[config.mk]
export PLATFORM = sky130hd
export DESIGN_NAME = bwmg_recip
export DESIGN_NICKNAME = d
export VERILOG_FILES = /design/src/hdl/bwmg_pkg.sv /design/src/hdl/bwmg_recip.sv
export SDC_FILE = /design/constraint.sdc
export NUM_CORES = 2
export LEC_CHECK = 0
export ABC_CLOCK_PERIOD_IN_PS = 6800
export BUFFER_PORTS_ARGS = -buffer_cell sky130_fd_sc_hd__buf_4
export CORE_ASPECT_RATIO = 1.25
export CORE_MARGIN = 3
export CORE_UTILIZATION = 39
export CTS_CLUSTER_DIAMETER = 120
export DETAILED_ROUTE_END_ITERATION = 10
export HOLD_SLACK_MARGIN = 0.02
export SLEW_MARGIN = 20
export SYNTH_ARGS = -nofsm -noshare
export SYNTH_HDL_FRONTEND = slang
export SYNTH_SLANG_ARGS = --single-unit
[constraint.sdc]
create_clock -name clk -period 6.8 [get_ports clk]
set_input_delay 1.02 -clock clk [delete_from_list [all_inputs] [get_ports clk]]
set_output_delay 1.02 -clock clk [all_outputs]
set_load 0.005 [all_outputs]
[src/hdl/bwmg_pkg.sv]
// Shared constants, register codes and stage interface types for the Butterworth mask gain core.
`timescale 1ns / 1ps

package bwmg_pkg;

    // Limits on the spectrum size and the filter order.
    localparam int MAX_DIM   = 4096;
    localparam int MAX_ORDER = 8;

    // Field and datapath widths.
    localparam int COORD_W = 12;   // row and column coordinates
    localparam int DIM_W   = 13;   // spectrum height and width
    localparam int RAD_W   = 16;   // cutoff radius, Q12.4
    localparam int ORD_W   = 4;    // filter order
    localparam int WID_W   = 16;   // notch width, Q8.8
    localparam int ADDR_W  = 5;    // APB byte address
    localparam int APB_W   = 32;   // APB data
    localparam int SQ_W    = 24;   // square of one offset
    localparam int D2_W    = 25;   // squared distance
    localparam int RSQ_W   = 32;   // squared radius or squared width
    localparam int AD_W    = 33;   // |d^2 * 256 - R^2|
    localparam int NUM_W   = 57;   // d^2 * W^2
    localparam int NN_W    = 73;   // ratio dividend
    localparam int DD_W    = 66;   // ratio divisor
    localparam int NH_W    = 41;   // dividend bits above the quotient bits
    localparam int T_W     = 32;   // ratio, Q16.16
    localparam int P_W     = 32;   // power, Q16.16
    localparam int DEN_W   = 33;   // 1.0 + power
    localparam int G_W     = 16;   // gain, Q1.15

    // Filter modes.
    localparam logic MODE_LOWPASS = 1'b0;
    localparam logic MODE_BANDREJ = 1'b1;

    // Register indexes (byte address divided by four).
    localparam logic [2:0] REG_CUTOFF = 3'd0;
    localparam logic [2:0] REG_ORDER  = 3'd1;
    localparam logic [2:0] REG_NOTCH  = 3'd2;
    localparam logic [2:0] REG_MODE   = 3'd3;
    localparam logic [2:0] REG_ROWS   = 3'd4;
    localparam logic [2:0] REG_COLS   = 3'd5;

    // Configuration as seen by the datapath.
    typedef struct packed {
        logic [RSQ_W-1:0]   cutoff_sq;
        logic [RSQ_W-1:0]   notch_sq;
        logic [COORD_W-1:0] row_centre;
        logic [COORD_W-1:0] col_centre;
        logic               mode;
        logic [ORD_W-1:0]   order_n;
    } cfg_t;

    // Ratio stage result.
    typedef struct packed {
        logic           valid;
        logic           sat;
        logic [T_W-1:0] t;
    } ratio_t;

    // Power stage result.
    typedef struct packed {
        logic           valid;
        logic           sat;
        logic [P_W-1:0] p;
    } power_t;

    // Final gain beat.
    typedef struct packed {
        logic           valid;
        logic [G_W-1:0] gain;
    } result_t;

endpackage

[src/hdl/bwmg_recip.sv]
// Rounded reciprocal 1/(1+p) in Q1.15 through a pipelined long division.
`timescale 1ns / 1ps

module bwmg_recip (
    input  logic              clk,
    input  logic              rst_n,
    input  logic              en,
    input  bwmg_pkg::power_t  in_power,
    output bwmg_pkg::result_t res
);
    import bwmg_pkg::*;

    logic [DEN_W-1:0] den;
    logic [DEN_W-1:0] dvd;

    logic [DEN_W-1:0] rc_rem_reg [0:G_W];
    logic [DEN_W-1:0] rc_d_reg   [0:G_W];
    logic [G_W-1:0]   rc_nl_reg  [0:G_W];
    logic [G_W-1:0]   rc_q_reg   [0:G_W];
    logic             rc_sat_reg [0:G_W];
    logic             rc_v_reg   [0:G_W];

    // Divisor 1.0 + p and dividend 2^31 + divisor/2 give round half up.
    always_comb
    begin
        den = {1'b0, in_power.p} + DEN_W'(33'h0_0001_0000);
        dvd = DEN_W'(33'h0_8000_0000) + (den >> 1);
    end

    always_ff @(posedge clk or negedge rst_n)
    begin
        if (!rst_n)
            rc_v_reg[0] <= 1'b0;
        else if (en)
            rc_v_reg[0] <= in_power.valid;
    end

    always_ff @(posedge clk)
    begin
        if (en)
        begin
            rc_rem_reg[0] <= DEN_W'(dvd[DEN_W-1:G_W]);
            rc_nl_reg[0]  <= dvd[G_W-1:0];
            rc_d_reg[0]   <= den;
            rc_q_reg[0]   <= '0;
            rc_sat_reg[0] <= in_power.sat;
        end
    end

    // One quotient bit per stage.
    for (genvar j = 1; j <= G_W; j++)
    begin : g_div
        logic [DEN_W:0] trial;
        logic           ge;

        always_comb
        begin
            trial = {rc_rem_reg[j-1], rc_nl_reg[j-1][G_W-1]};
            ge    = trial >= {1'b0, rc_d_reg[j-1]};
        end

        always_ff @(posedge clk or negedge rst_n)
        begin
            if (!rst_n)
                rc_v_reg[j] <= 1'b0;
            else if (en)
                rc_v_reg[j] <= rc_v_reg[j-1];
        end

        always_ff @(posedge clk)
        begin
            if (en)
            begin
                rc_rem_reg[j] <= ge ? DEN_W'(trial - {1'b0, rc_d_reg[j-1]}) : trial[DEN_W-1:0];
                rc_nl_reg[j]  <= {rc_nl_reg[j-1][G_W-2:0], 1'b0};
                rc_q_reg[j]   <= {rc_q_reg[j-1][G_W-2:0], ge};
                rc_d_reg[j]   <= rc_d_reg[j-1];
                rc_sat_reg[j] <= rc_sat_reg[j-1];
            end
        end
    end

    // A saturated power drives the gain to zero.
    assign res.valid = rc_v_reg[G_W];
    assign res.gain  = rc_sat_reg[G_W] ? '0 : rc_q_reg[G_W];

endmodule

==> Word-level counts from Yosys, hierarchy flattened <==
Memories as Yosys holds them, arrays and structs flattened.
Cells that the tools add are included.
{ "classes": {"muxes": 19, "add_sub_neg": 18, "magnitude_cmp": 16} }
{ "op_table": {"columns": ["op", "n"], "rows": [
  ["34-bit by 33-bit >= comparator with 1-bit output", 16],
  ["33-bit two-way mux", 16],
  ["33-bit subtractor", 16],
  ["32-bit by 17-bit adder with 33-bit output, second input constant", 1],
  ["32-bit by 32-bit adder with 33-bit output, first input constant", 1],
  ["16-bit two-way mux", 1],
  ["1-bit two-way mux", 2]
]} }
{ "totals": {"in_bits": 37, "register_bits": 17, "memories": 5, "mem_bits_rw": 1683, "word_cells": 75} }
{ "memory_table": {"columns": ["name", "words", "width", "rd", "rd_clocked_by_memory_dff", "wr", "line_no", "rtl"], "rows": [
  ["rc_d_reg", 17, 33, 16, 0, 17, "bwmg_recip.sv:17", "logic [DEN_W-1:0] rc_d_reg [0:G_W];"],
  ["rc_rem_reg", 17, 33, 16, 0, 17, "bwmg_recip.sv:16", "logic [DEN_W-1:0] rc_rem_reg [0:G_W];"],
  ["rc_nl_reg", 17, 16, 16, 0, 17, "bwmg_recip.sv:18", "logic [G_W-1:0] rc_nl_reg [0:G_W];"],
  ["rc_q_reg", 17, 16, 17, 0, 17, "bwmg_recip.sv:19", "logic [G_W-1:0] rc_q_reg [0:G_W];"],
  ["rc_sat_reg", 17, 1, 17, 0, 17, "bwmg_recip.sv:20", "logic rc_sat_reg [0:G_W];"]
]} }

==> Longest topological paths before layout <==
{ "depth": {"word_depth": 2, "mapped_depth": 17, "ltp_nobuf": 15} }

==> Worst setup path after synthesis <==
No wires, ideal clock.
{ "synth_path": {"path_type": "register to register", "startpoint": "mem rc_d_reg[13][3], in the netlist rc_d_reg[0][432]", "endpoint": "mem rc_rem_reg[14][16], in the netlist rc_rem_reg[0][478] (data pin)", "path_buffers": 1, "required_ps": 6540, "arrival_time_ps": 3399, "path_stages_with_launch": 16, "setup_slack_ps": 3142, "cell_sequence": "edfxtp_1 -> inv_1 -> ha_1 -> inv_1 -> fa_1 -> a21o_1 -> a311o_1 -> a21oi_1 -> o211ai_1 -> a311o_1 -> o2bb2ai_1 -> nor2_2 -> o21ai_1 -> a31oi_4 -> buf_4 -> mux2_2"} }
{ "synth_rtl": {"columns": ["element", "line_no"], "rows": [
  ["start: declaration", "bwmg_recip.sv:17"],
  ["end: declaration", "bwmg_recip.sv:16"]
]} }

==> flow_summary_export.csv <==
group,metric,value,unit
sta,tns,0,ns
worst_hold_path,hold_path.class,"in -> async",
finish,drive_gt1_share,7.84,%
die,io_pins,54,
die,start_util,39.4,%
detailed_routing,drc,0,
setup_path,slowest_delay,0.53,ns
synth,ys_dominant_reg_cell,"edfxtp_1",
global_route,overflow,0,
clock_network,tritoncts,"yes",
setup_path,cp_slowest_cell,"nand4_1",
setup_path,crit_type,"reg -> reg",
global_route,track_usage,17.7,%
sta,finalMaxSlewViolations,0,
detailed_routing,drt-total-wl,162,mm
clock_network,cts_hold_buffers,0,
setup_path,cp.required,7.31,ns
global_route,top_usage_layer,"met2",
sta,hold_viol_final,0,
sta,relSlewSlack,18.3,%
finish,nets,6791,
synth,syn_area_per_cell,11.1,µm²
status,status,"complete, no violations",
die,die_area,0.182,mm²
detailed_routing,antenna_left,0,
placed_design,place_congestion,0.954,
detailed_routing,vias,45685,
run,cap_violations,0,
synth,synth-async-reset-ratio,1.42,%
clock_network,cts_setup_buffers,0,
synth,synthCells,6175,
detailed_routing,viasPerCell,5.27,
clock_network,root_buffer,"clkbuf_16",
clock_network,cts_num_sinks,1194,
clock_network,worstSkewPairLatency,0.79,ns
placed_design,numPortBuffers,53,
detailed_routing,wire_per_inst,18.7,µm
die,die_w,382,µm
sta,period_share,75.0,%
synth,synth_fp_nets,6741,
die,num_rows,171,
global_route,grt.met1_usage,15.0,%
setup_path,cp.arrival,5.61,ns
global_route,grtUsageMet3,2.53,%
synth,synth_edf_count,1177,
finish,multi_input_area,0.0300,mm²
synth,ys_seq_area_share,52.0,%
sta,worst_pin_slew,1.21,ns
finish,mostFrequentLayoutCell,"edfxtp_1",
finish,area_growth,10.6,%
placed_design,hpwl,126,mm
sta,rsz0062_at_grt,"false",
finish,seq_area,0.0358,mm²
power_and_ir_drop,powerDensity,451,mW/mm²
sta,fmax,0.196,GHz
power_and_ir_drop,p_leak,31.4,nW
sta,finalCriticalPeriod,5.10,ns
finish,final_cell_mix,"1,177 x edfxtp_1, 638 x inv_1, 569 x a21oi_1",
synth,synth-seq-cells,1194,
synth,yosysWarnings,0,
sta,finalSetupViolCount,0,
die,coreArea,0.175,mm²
detailed_routing,drtIter0Drc,2341,
clock_network,clockBufferDepth,3,
clock_network,cts_buffers,134,
setup_path,crit_fanout,57,
setup_path,critPathLaunch,"rc_d_reg[0][400]",
power_and_ir_drop,vdd_drop_max,0.264,mV
sta,fin_skew,0.0433,ns
finish,largest_reg_flops,528,
clock_network,htreeDepth,4,
global_route,grt_max_degree,138,
global_route,grt_pass1_wl,252,mm
finish,utilization,43.6,%
setup_path,crit_path_end_kind,"register",
setup_path,path_cells,"inv_1, ha_1, inv_1, fa_1, a211oi_1, o21ai_0, a21oi_1, o31a_1, o2111ai_1, nand2_1, nand4_1, nand2_1, buf_4, mux2_2",
global_route,antenna_found_initial,1,
setup_path,rr_startpoint,"rc_d_reg[0][400]",
setup_path,start_kind,"register",
global_route,met2_usage,35.4,%
detailed_routing,first_pass_iters,5,
clock_network,ctsResizeCount,0,
global_route,grt_pass1_vias,47503,
finish,n_fill_cell,16346,
clock_network,clk_pin_slew,0.06,ns
synth,synthesis.area,0.0688,mm²
synth,ys_types,94,
die,die_y,476,µm
-- metrics by stage --
step                      instances  total power [mW]  hold slack, ns  setup WS, ns  instance area, µm²
final                          8662              34.3           0.114          1.70               76100
after global routing           8662              36.7          0.0803          1.44               76100
after CTS                      8661              34.6          0.0458          1.66               76100
after detailed placement       8424              27.3           0.405          1.68               71800
after global placement         8424              27.1           0.400          1.75               71800
after floorplan                6175              23.2           0.400          3.14               68800
-- area by class of cell --
cell class | instances | share of cell area [%]
Sequential cell | 1194 | 47.0
Multi-Input combinational cell | 4171 | 39.4
Clock buffer | 151 | 4.52
Tap cell | 2335 | 3.84
Inverter | 639 | 3.15
Clock inverter | 86 | 1.04
Timing Repair Buffer | 85 | 1.01
Antenna cell | 1 | 0.00329
-- cells by family (layout without fill, tap and decap cells) --
| group | count (synthesis) | count (layout) | share of synthesized area, % |
|---|---|---|---|
| other | 0 | 1 | 0 |
| adders and majority gates | 529 | 529 | 9.78 |
| muxes | 200 | 200 | 3.31 |
| xor gates and xnor gates | 428 | 428 | 5.45 |
| and+or+nand+nor | 1278 | 1278 | 8.72 |
| buffers and inverters | 810 | 961 | 4.58 |
| AOI/OAI and AO/OA | 1736 | 1736 | 16.2 |
| DFF | 1194 | 1194 | 52.0 |
-- critical path, delay by kind of cell, from the launching register on --
| family | cells | cell delay (ns) |
|---|---|---|
| DFF | 1 | 0.41 |
| adders and majority gates | 2 | 0.57 |
| buffers and inverters | 3 | 0.64 |
| and+or+nand+nor | 3 | 1.07 |
| AOI/OAI and AO/OA | 5 | 1.69 |
| muxes | 1 | 0.39 |
-- Yosys cell counts, types with 16 or more instances --
cell	instances	area (µm²)
a211oi_1	41	308
a21boi_0	21	158
a21o_1	341	2560
a21oi_1	570	2850
a31o_2	19	166
a31oi_1	40	250
and2_1	25	156
and3_1	51	319
buf_2	33	165
clkbuf_1	120	450
dfrtp_1	17	425
edfxtp_1	1177	35300
ha_1	514	6430
inv_1	638	2390
mux2_1	49	552
mux2_2	126	1420
nand2_1	399	1500
nand2b_1	48	300
nand3_1	106	531
nand4_1	79	494
nor2_1	347	1300
nor2b_1	77	482
nor3_1	57	285
nor4_1	16	100
o211ai_1	25	188
o21a_1	45	338
o21ai_0	333	1670
o21ai_1	16	80.1
o21bai_1	71	533
o31ai_1	22	165
or2_2	24	150
xnor2_1	264	2310
xor2_1	164	1440
-- metal layers --
metal	wire, µm	part of all wire [%]
met4	15400	9.5
met5	0	0
met3	4410	2.7
met1	52400	32
met2	89800	55
-- final timing paths --
| check | slack, ns | depth (start not counted) | endpoint |
|---|---|---|---|
| max | 1.70 | 14 | rc_rem_reg[0][430] |
| min | 0.11 | 1 | rc_v_reg[6] |
| max reg2reg | 1.70 | 14 | rc_rem_reg[0][430] |
| min reg2reg | 0.41 | 0 | rc_q_reg[0][177] |
| max in group asynchronous | 6.49 | 1 | rc_v_reg[15] |
| min in group clk | 0.41 | 0 | rc_q_reg[0][177] |
-- power breakdown --
group	leakage [nW]	internal [mW]	total [mW]	switching [mW]
Sequential	11.7	10.7	11.8	1.10
Combinational	17.6	6.55	15.5	8.93
Clock	2.07	4.09	7.03	2.93
Power figures use the tool's default switching activity.
