===== config.mk =====
export PLATFORM = sky130hd
export DESIGN_NAME = bwmg_cfg
export DESIGN_NICKNAME = d
export VERILOG_FILES = /design/src/hdl/bwmg_pkg.sv /design/src/hdl/bwmg_cfg.sv
export SDC_FILE = /design/constraint.sdc
export NUM_CORES = 1
export LEC_CHECK = 0
export BUFFER_PORTS_ARGS = -buffer_cell sky130_fd_sc_hd__buf_2
export CAP_MARGIN = 10
export CORE_ASPECT_RATIO = 1.5
export CORE_MARGIN = 10
export CORE_UTILIZATION = 43
export DETAILED_ROUTE_END_ITERATION = 8
export SYNTH_ARGS = -nofsm -noshare
export SYNTH_HDL_FRONTEND = slang
export SYNTH_SLANG_ARGS = --single-unit
export TNS_END_PERCENT = 30

===== constraint.sdc =====
create_clock -name clk -period 7.1 [get_ports clk]
set_input_delay 0.355 -clock clk [delete_from_list [all_inputs] [get_ports clk]]
set_output_delay 0.355 -clock clk [all_outputs]
set_load 0.01 [all_outputs]

===== src/hdl/bwmg_pkg.sv =====
// Shared constants, register codes and stage interface types for the Butterworth mask gain core.
`timescale 1ns / 1ps

package bwmg_pkg;

    // Limits on the spectrum size and the filter order.
    localparam int MAX_DIM   = 4096;
    localparam int MAX_ORDER = 8;

    // Field and datapath widths.
    localparam int COORD_W = 12;   // row and column coordinates
    localparam int DIM_W   = 13;   // spectrum height and width
    localparam int RAD_W   = 16;   // cutoff radius, Q12.4
    localparam int ORD_W   = 4;    // filter order
    localparam int WID_W   = 16;   // notch width, Q8.8
    localparam int ADDR_W  = 5;    // APB byte address
    localparam int APB_W   = 32;   // APB data
    localparam int SQ_W    = 24;   // square of one offset
    localparam int D2_W    = 25;   // squared distance
    localparam int RSQ_W   = 32;   // squared radius or squared width
    localparam int AD_W    = 33;   // |d^2 * 256 - R^2|
    localparam int NUM_W   = 57;   // d^2 * W^2
    localparam int NN_W    = 73;   // ratio dividend
    localparam int DD_W    = 66;   // ratio divisor
    localparam int NH_W    = 41;   // dividend bits above the quotient bits
    localparam int T_W     = 32;   // ratio, Q16.16
    localparam int P_W     = 32;   // power, Q16.16
    localparam int DEN_W   = 33;   // 1.0 + power
    localparam int G_W     = 16;   // gain, Q1.15

    // Filter modes.
    localparam logic MODE_LOWPASS = 1'b0;
    localparam logic MODE_BANDREJ = 1'b1;

    // Register indexes (byte address divided by four).
    localparam logic [2:0] REG_CUTOFF = 3'd0;
    localparam logic [2:0] REG_ORDER  = 3'd1;
    localparam logic [2:0] REG_NOTCH  = 3'd2;
    localparam logic [2:0] REG_MODE   = 3'd3;
    localparam logic [2:0] REG_ROWS   = 3'd4;
    localparam logic [2:0] REG_COLS   = 3'd5;

    // Configuration as seen by the datapath.
    typedef struct packed {
        logic [RSQ_W-1:0]   cutoff_sq;
        logic [RSQ_W-1:0]   notch_sq;
        logic [COORD_W-1:0] row_centre;
        logic [COORD_W-1:0] col_centre;
        logic               mode;
        logic [ORD_W-1:0]   order_n;
    } cfg_t;

    // Ratio stage result.
    typedef struct packed {
        logic           valid;
        logic           sat;
        logic [T_W-1:0] t;
    } ratio_t;

    // Power stage result.
    typedef struct packed {
        logic           valid;
        logic           sat;
        logic [P_W-1:0] p;
    } power_t;

    // Final gain beat.
    typedef struct packed {
        logic           valid;
        logic [G_W-1:0] gain;
    } result_t;

endpackage


===== src/hdl/bwmg_cfg.sv =====
// APB register file holding the mask configuration and its derived terms.
`timescale 1ns / 1ps

module bwmg_cfg (
    input  logic                      clk,
    input  logic                      rst_n,
    input  logic                      psel,
    input  logic                      penable,
    input  logic                      pwrite,
    input  logic [bwmg_pkg::ADDR_W-1:0] paddr,
    input  logic [bwmg_pkg::APB_W-1:0]  pwdata,
    output logic [bwmg_pkg::APB_W-1:0]  prdata,
    output logic                      pready,
    output bwmg_pkg::cfg_t            cfg
);
    import bwmg_pkg::*;

    logic [RAD_W-1:0]  cutoff_reg;
    logic [ORD_W-1:0]  order_reg;
    logic [WID_W-1:0]  notch_reg;
    logic              mode_reg;
    logic [DIM_W-1:0]  rows_reg;
    logic [DIM_W-1:0]  cols_reg;
    logic [RSQ_W-1:0]  cutoff_sq_reg;
    logic [RSQ_W-1:0]  notch_sq_reg;
    logic              wr_en;
    logic [DIM_W-1:0]  rows_clamp;
    logic [DIM_W-1:0]  cols_clamp;

    assign pready = 1'b1;
    assign wr_en  = psel && penable && pwrite;

    // Register writes.
    always_ff @(posedge clk or negedge rst_n)
    begin
        if (!rst_n)
        begin
            cutoff_reg <= RAD_W'(32);
            order_reg  <= ORD_W'(4);
            notch_reg  <= WID_W'(768);
            mode_reg   <= MODE_LOWPASS;
            rows_reg   <= DIM_W'(512);
            cols_reg   <= DIM_W'(512);
        end
        else if (wr_en)
        begin
            unique case (paddr[ADDR_W-1:2])
                REG_CUTOFF: cutoff_reg <= pwdata[RAD_W-1:0];
                REG_ORDER:  order_reg  <= pwdata[ORD_W-1:0];
                REG_NOTCH:  notch_reg  <= pwdata[WID_W-1:0];
                REG_MODE:   mode_reg   <= pwdata[0];
                REG_ROWS:   rows_reg   <= pwdata[DIM_W-1:0];
                REG_COLS:   cols_reg   <= pwdata[DIM_W-1:0];
                default:    ;
            endcase
        end
    end

    // Register reads.
    always_comb
    begin
        unique case (paddr[ADDR_W-1:2])
            REG_CUTOFF: prdata = APB_W'(cutoff_reg);
            REG_ORDER:  prdata = APB_W'(order_reg);
            REG_NOTCH:  prdata = APB_W'(notch_reg);
            REG_MODE:   prdata = APB_W'(mode_reg);
            REG_ROWS:   prdata = APB_W'(rows_reg);
            REG_COLS:   prdata = APB_W'(cols_reg);
            default:    prdata = '0;
        endcase
    end

    // Squares of radius and width; they are first read several stages into the pipe.
    always_ff @(posedge clk)
    begin
        cutoff_sq_reg <= RSQ_W'(cutoff_reg * cutoff_reg);
        notch_sq_reg  <= RSQ_W'(notch_reg * notch_reg);
    end

    // Centres are needed in the first stage, so they stay combinational.
    assign rows_clamp = (rows_reg > DIM_W'(MAX_DIM)) ? DIM_W'(MAX_DIM) : rows_reg;
    assign cols_clamp = (cols_reg > DIM_W'(MAX_DIM)) ? DIM_W'(MAX_DIM) : cols_reg;

    assign cfg.cutoff_sq  = cutoff_sq_reg;
    assign cfg.notch_sq   = notch_sq_reg;
    assign cfg.row_centre = rows_clamp[DIM_W-1:1];
    assign cfg.col_centre = cols_clamp[DIM_W-1:1];
    assign cfg.mode       = mode_reg;
    assign cfg.order_n    = (order_reg > ORD_W'(MAX_ORDER)) ? ORD_W'(MAX_ORDER) : order_reg;

endmodule


**Word-level counts from Yosys, hierarchy flattened**

Index checks and enable logic that the tools add are counted.

- Input bits: 42
- Flip-flop bits (word level): 127
- Output and inout port bits: 126
- Logic and storage cells: 31

- Reduce and logical (&&, ||, !) cells: 9
- Equality and inequality tests: 5
- $mul: 2
- Mux-type cells: 4
- Magnitude comparators: 3

Operators with widths:

| operator | number |
|---|---|
| one-hot mux 16 bit (6 select lines) | 1 |
| multiplier 16 x 16 -> 32 bit | 2 |
| greater-than comparator 13 bit, second input constant | 2 |
| 2-to-1 mux 13 bit | 2 |
| AND reduction 2 bit | 6 |
| equality test 3 x 2 -> 1 bit, second input constant | 2 |
| equality test 3 bit, second input constant | 2 |
| greater-than comparator 4 bit, second input constant | 1 |
| 2-to-1 mux 4 bit | 1 |
| equality test 3 x 1 -> 1 bit, second input constant | 1 |
| zero test 3 bit | 1 |
| logical AND 1 bit | 2 |

**Logic depth before layout (Yosys ltp)**

- Word-level depth: 3
- Mapped depth: 23
- Depth with buffers taken out: 21

**Least setup slack after synthesis**

OpenSTA, ideal clock, no wires.

- Path kind: flip-flop to flip-flop
- Start point: reg notch_reg[6]
- End point: reg notch_sq_reg[29]
- Stages on the path, launching flop included: 23
- Clock period less this slack: 5.830 ns
- Arrival: 5.714 ns
- Slack: 1.270 ns
- Path buffers: 3
- Required time: 6.984 ns
- Library setup time: 0.116 ns
- Path through: dfrtp_1 -> clkbuf_1 -> clkbuf_1 -> nand2_1 -> fa_1 -> inv_1 -> fa_1 -> inv_1 -> fa_1 -> inv_1 -> fa_1 -> fa_1 -> inv_1 -> fa_1 -> inv_1 -> ha_1 -> buf_4 -> a21oi_1 -> o21ai_1 -> a31oi_1 -> a211oi_1 -> or4b_1 -> o211a_1

- Word-level cells in the longest chain between the ends: 1

RTL lines:

| element | line | source |
|---|---|---|
| start: declaration | bwmg_cfg.sv:20 | `logic [WID_W-1:0] notch_reg;` |
| start signal: assignment | bwmg_cfg.sv:50 | `REG_NOTCH: notch_reg <= pwdata[WID_W-1:0];` |
| multiplier 16 x 16 -> 32 bit | bwmg_cfg.sv:77 | `notch_sq_reg <= RSQ_W'(notch_reg * notch_reg);` |
| end signal: assignment | bwmg_cfg.sv:77 |  |
| end: declaration | bwmg_cfg.sv:25 | `logic [RSQ_W-1:0] notch_sq_reg;` |

Every way passes these cells.
A chain may end at the register's enable or synchronous reset.

**Final worst setup path**

- Start point: reg cutoff_reg[7]
- End point: reg cutoff_sq_reg[30]

- Word-level cells in the longest chain between the ends: 1

RTL lines:

| element | line | source |
|---|---|---|
| start: declaration | bwmg_cfg.sv:18 | `logic [RAD_W-1:0] cutoff_reg;` |
| start signal: assignment | bwmg_cfg.sv:48 | `REG_CUTOFF: cutoff_reg <= pwdata[RAD_W-1:0];` |
| multiplier 16 x 16 -> 32 bit | bwmg_cfg.sv:76 | `cutoff_sq_reg <= RSQ_W'(cutoff_reg * cutoff_reg);` |
| end signal: assignment | bwmg_cfg.sv:76 |  |
| end: declaration | bwmg_cfg.sv:24 | `logic [RSQ_W-1:0] cutoff_sq_reg;` |

Every way passes these cells.

==> metrics.csv <==
stage;metric;value;unit
global_routing;grt-busiest-layer;met2;
setup_path;critPathKind;register to register;
setup_path;regToRegStartpoint;cutoff_reg[7]$_DFFE_PN0P_;
cts;post_cts_buffers;0;
placed_design;port_buffers;130;
detailed_routing;num_vias;14300;
setup_path;arrival;6890;ps
timing;setup_viol_count_final;0;
global_routing;grt_max_degree;64;
floorplan;dieWidth;193;microns
cells_and_area;antenna_cells;0;
cells_and_area;fill_cells;4380;
setup_path;r2r-end;cutoff_sq_reg[30]$_DFF_P_;
timing;period_needed;6580;ps
detailed_routing;routed_wl;50200;microns
synth;ys_seq_area_share;14.6;%
cts;clk_latency;450;ps
detailed_routing;firstDrtPassIters;5;
floorplan;boundaryPins;168;
cts;numCtsBuffers;17;
cells_and_area;layout-drive-gt1-share;12.0;%
min_path;holdCritPathClass;input port to asynchronous set/reset pin;
synth;synthMuxAreaShare;4.36;%
timing;finalCritPeriodShare;92.7;%
synth;ys.flop_type;dfxtp_1;
placed_design;hpwl;42200;microns
timing;slew_viol_final;0;
cts;clk_pin_slew;60;ps
timing;worst_pin_slew;925;ps
status;status;finished, final reports clean;
cells_and_area;area_delta_synth_final;9.14;%
cts;cts_max_path_buffers;2;
global_routing;grt_use_met3;2.25;%
global_routing;gr-total-overflow;0;
floorplan;placementRows;95;
cts;hold_buffers;0;
setup_path;critPathRequiredTime;7410;ps
global_routing;grt_pass1_wl;82900;microns
timing;rsz0062_at_grt;false;
setup_path;critPathLaunchType;register;
placed_design;globalplace.congestion;0.935;
detailed_routing;wl_per_cell;17.8;microns
setup_path;crit_chain;nand2_1 > fa_1 > inv_1 > ha_1 > a21o_1 > fa_1 > inv_1 > fa_1 > inv_1 > fa_1 > inv_1 > fa_1 > inv_1 > ha_1 > a21oi_1 > o21ai_0 > a21o_1 > a221oi_1 > o21a_1 > o311ai_0;
synth;synth-simple-area-share;11.6;%
cts;clockRootBuffer;clkbuf_16;
floorplan;initial_core_util;43.4;%
global_routing;grtUsageMet2;37.0;%
synth;synthCells;2126;
setup_path;regToRegSetupSlack;520;ps
floorplan;die_area;54200;sq um
setup_path;critPathMaxStageDelay;810;ps
job;cap_viol_max_count;0;
timing;fin_setup_tns;0;ps
synth;synth_top_family_by_area;adder cells;
floorplan;chipHeight;280;microns
synth;synth_xor_area_share;3.02;%
global_routing;antenna_found_initial;1;
cts;cts_resized;0;
detailed_routing;viasPerCell;5.06;
synth;synth_edf_count;0;
global_routing;grt_pass1_vias;15800;
timing;fmax;0.152;GHz
global_routing;track_usage;19.0;%
setup_path;reg2regPathDepth;20;
synth;synth-adder-area-share;46.5;%
timing;final_hold_viol_count;0;
synth;yosys.cell_types.count;64;
cts;numClockSinks;125;
global_routing;grt_util_met1;20.3;%
setup_path;cp-end-kind;register;
synth;synth_compound_area_share;7.56;%
synth;syn_avg_cell_area;9.13;sq um
setup_path;worst-path-max-fanout;16;
synth;synth.cell_area;19400;sq um
setup_path;critPathLaunch;cutoff_reg[7]$_DFFE_PN0P_;
detailed_routing;drc;0;
floorplan;core_area;44700;sq um
detailed_routing;ant_nets;0;
cts;htreeDepth;4;
cells_and_area;fin_nets;2794;
synth;ys_warn_count;0;
cts;cts_tree;yes;
synth;ys_ff_latch;125;
setup_path;worst_path_max_delay_cell;a221oi_1;
timing;worst_clock_skew;10.9;ps
synth;async_reset_ff_share;50.4;%
detailed_routing;drtIter0Drc;544;
timing;max-slew-margin-rel;38.3;%
==> logic make-up (layout without fill, tap and decap cells) <==
| logic type | count (synthesis) | after routing |
|---|---|---|
| AO/OA/AOI/OAI | 231 | 231 |
| XOR/XNOR | 67 | 67 |
| adder cells (fa/ha/maj) | 527 | 527 |
| buffers and inverters | 615 | 710 |
| multiplexers | 77 | 77 |
| flip-flops | 125 | 125 |
| other | 2 | 19 |
| AND/OR/NAND/NOR | 482 | 482 |
==> critical path, delay by kind of cell, from the launching register on <==
family | cells | cell delay [ps]
AO/OA/AOI/OAI | 7 | 2020
adder cells (fa/ha/maj) | 7 | 3150
buffers and inverters | 5 | 270
flip-flops | 1 | 800
AND/OR/NAND/NOR | 1 | 200
==> per-stage QoR <==
stage               setup WS (ps)  instances  hold WS, ps  cell area [sq um]  util (%)
floorplan                    1270       2143         59.4              19500         -
global placement              528       2788          486              20600      46.2
detailed placement            534       2788          514              20600      46.2
CTS                           473       2820         99.5              21200      47.4
global route                  221       2820          137              21200      47.4
finish                        516       2820         61.7              21200      47.4
==> cells in the final DEF (no fill, tap or decap), types with 23 or more instances in the layout <==
cell type  instances
buf_2            130
o21ai_0           50
nor2b_1           37
nand2_1          217
xor2_1            27
and2_1            69
mux2i_1           26
inv_1            517
a21oi_1           72
fa_1             324
a21o_1            23
xnor2_1           40
buf_4             30
ha_1             203
mux2_2            50
dfxtp_1           62
nor2_1            85
dfrtp_1           57
==> Yosys cell counts (6+ instances only) <==
master / instances / share of area, %
nor2_1: 85 / 1.6
buf_4: 21 / 0.81
xor2_1: 27 / 1.2
a21oi_1: 72 / 1.9
dfrtp_1: 57 / 7.3
a21o_1: 23 / 0.89
nand2_1: 217 / 4.2
buf_2: 6 / 0.15
o21ai_0: 50 / 1.3
nor2b_1: 37 / 1.2
inv_1: 517 / 10
or3_1: 8 / 0.26
o21bai_1: 6 / 0.23
and2_1: 69 / 2.2
a311oi_1: 6 / 0.27
clkbuf_1: 65 / 1.3
nand4_1: 12 / 0.39
xnor2_1: 40 / 1.8
or2_2: 10 / 0.32
ha_1: 203 / 13
mux2i_1: 26 / 1.3
dfstp_2: 6 / 0.81
a31oi_1: 11 / 0.35
o22ai_1: 12 / 0.39
mux2_2: 50 / 2.9
o21a_1: 9 / 0.35
fa_1: 324 / 33
nor3_1: 9 / 0.23
and3_1: 8 / 0.26
dfxtp_1: 62 / 6.4
nand3_1: 15 / 0.39
==> per-layer routing <==
metal	part of all wire [%]	wire length [microns]	vias to the layer above
met2	56	28200	318
met1	38	18800	7154
met3	3.0	1520	97
met4	3.4	1720	2
li1	-	-	6691
met5	0.018	9	-
==> layout make-up <==
type / count / area [sq um] / area share (%)
multi-input cells: 1403 / 14300 / 67.3
flip-flops and latches: 125 / 2830 / 13.3
inverters: 518 / 1940 / 9.18
repair buffers: 160 / 876 / 4.13
well taps: 582 / 728 / 3.44
clock buffers: 19 / 443 / 2.09
clock inverters: 13 / 115 / 0.543
==> worst max path at each step <==
| stage | endpoint | slack (ps) | cells past startpoint |
|---|---|---|---|
| global placement | cutoff_sq_reg[30]$_DFF_P_ | 530 | 21 |
| floorplan | notch_sq_reg[29]$_DFF_P_ | 1270 | 22 |
| global route | cutoff_sq_reg[30]$_DFF_P_ | 220 | 20 |
| detailed placement | cutoff_sq_reg[30]$_DFF_P_ | 530 | 21 |
| CTS | cutoff_sq_reg[30]$_DFF_P_ | 470 | 21 |
| finish | cutoff_sq_reg[30]$_DFF_P_ | 520 | 20 |
Power is left out: the tool's default activity adds up to more than one toggle a clock period on the data nets, which glitch-free logic cannot reach.
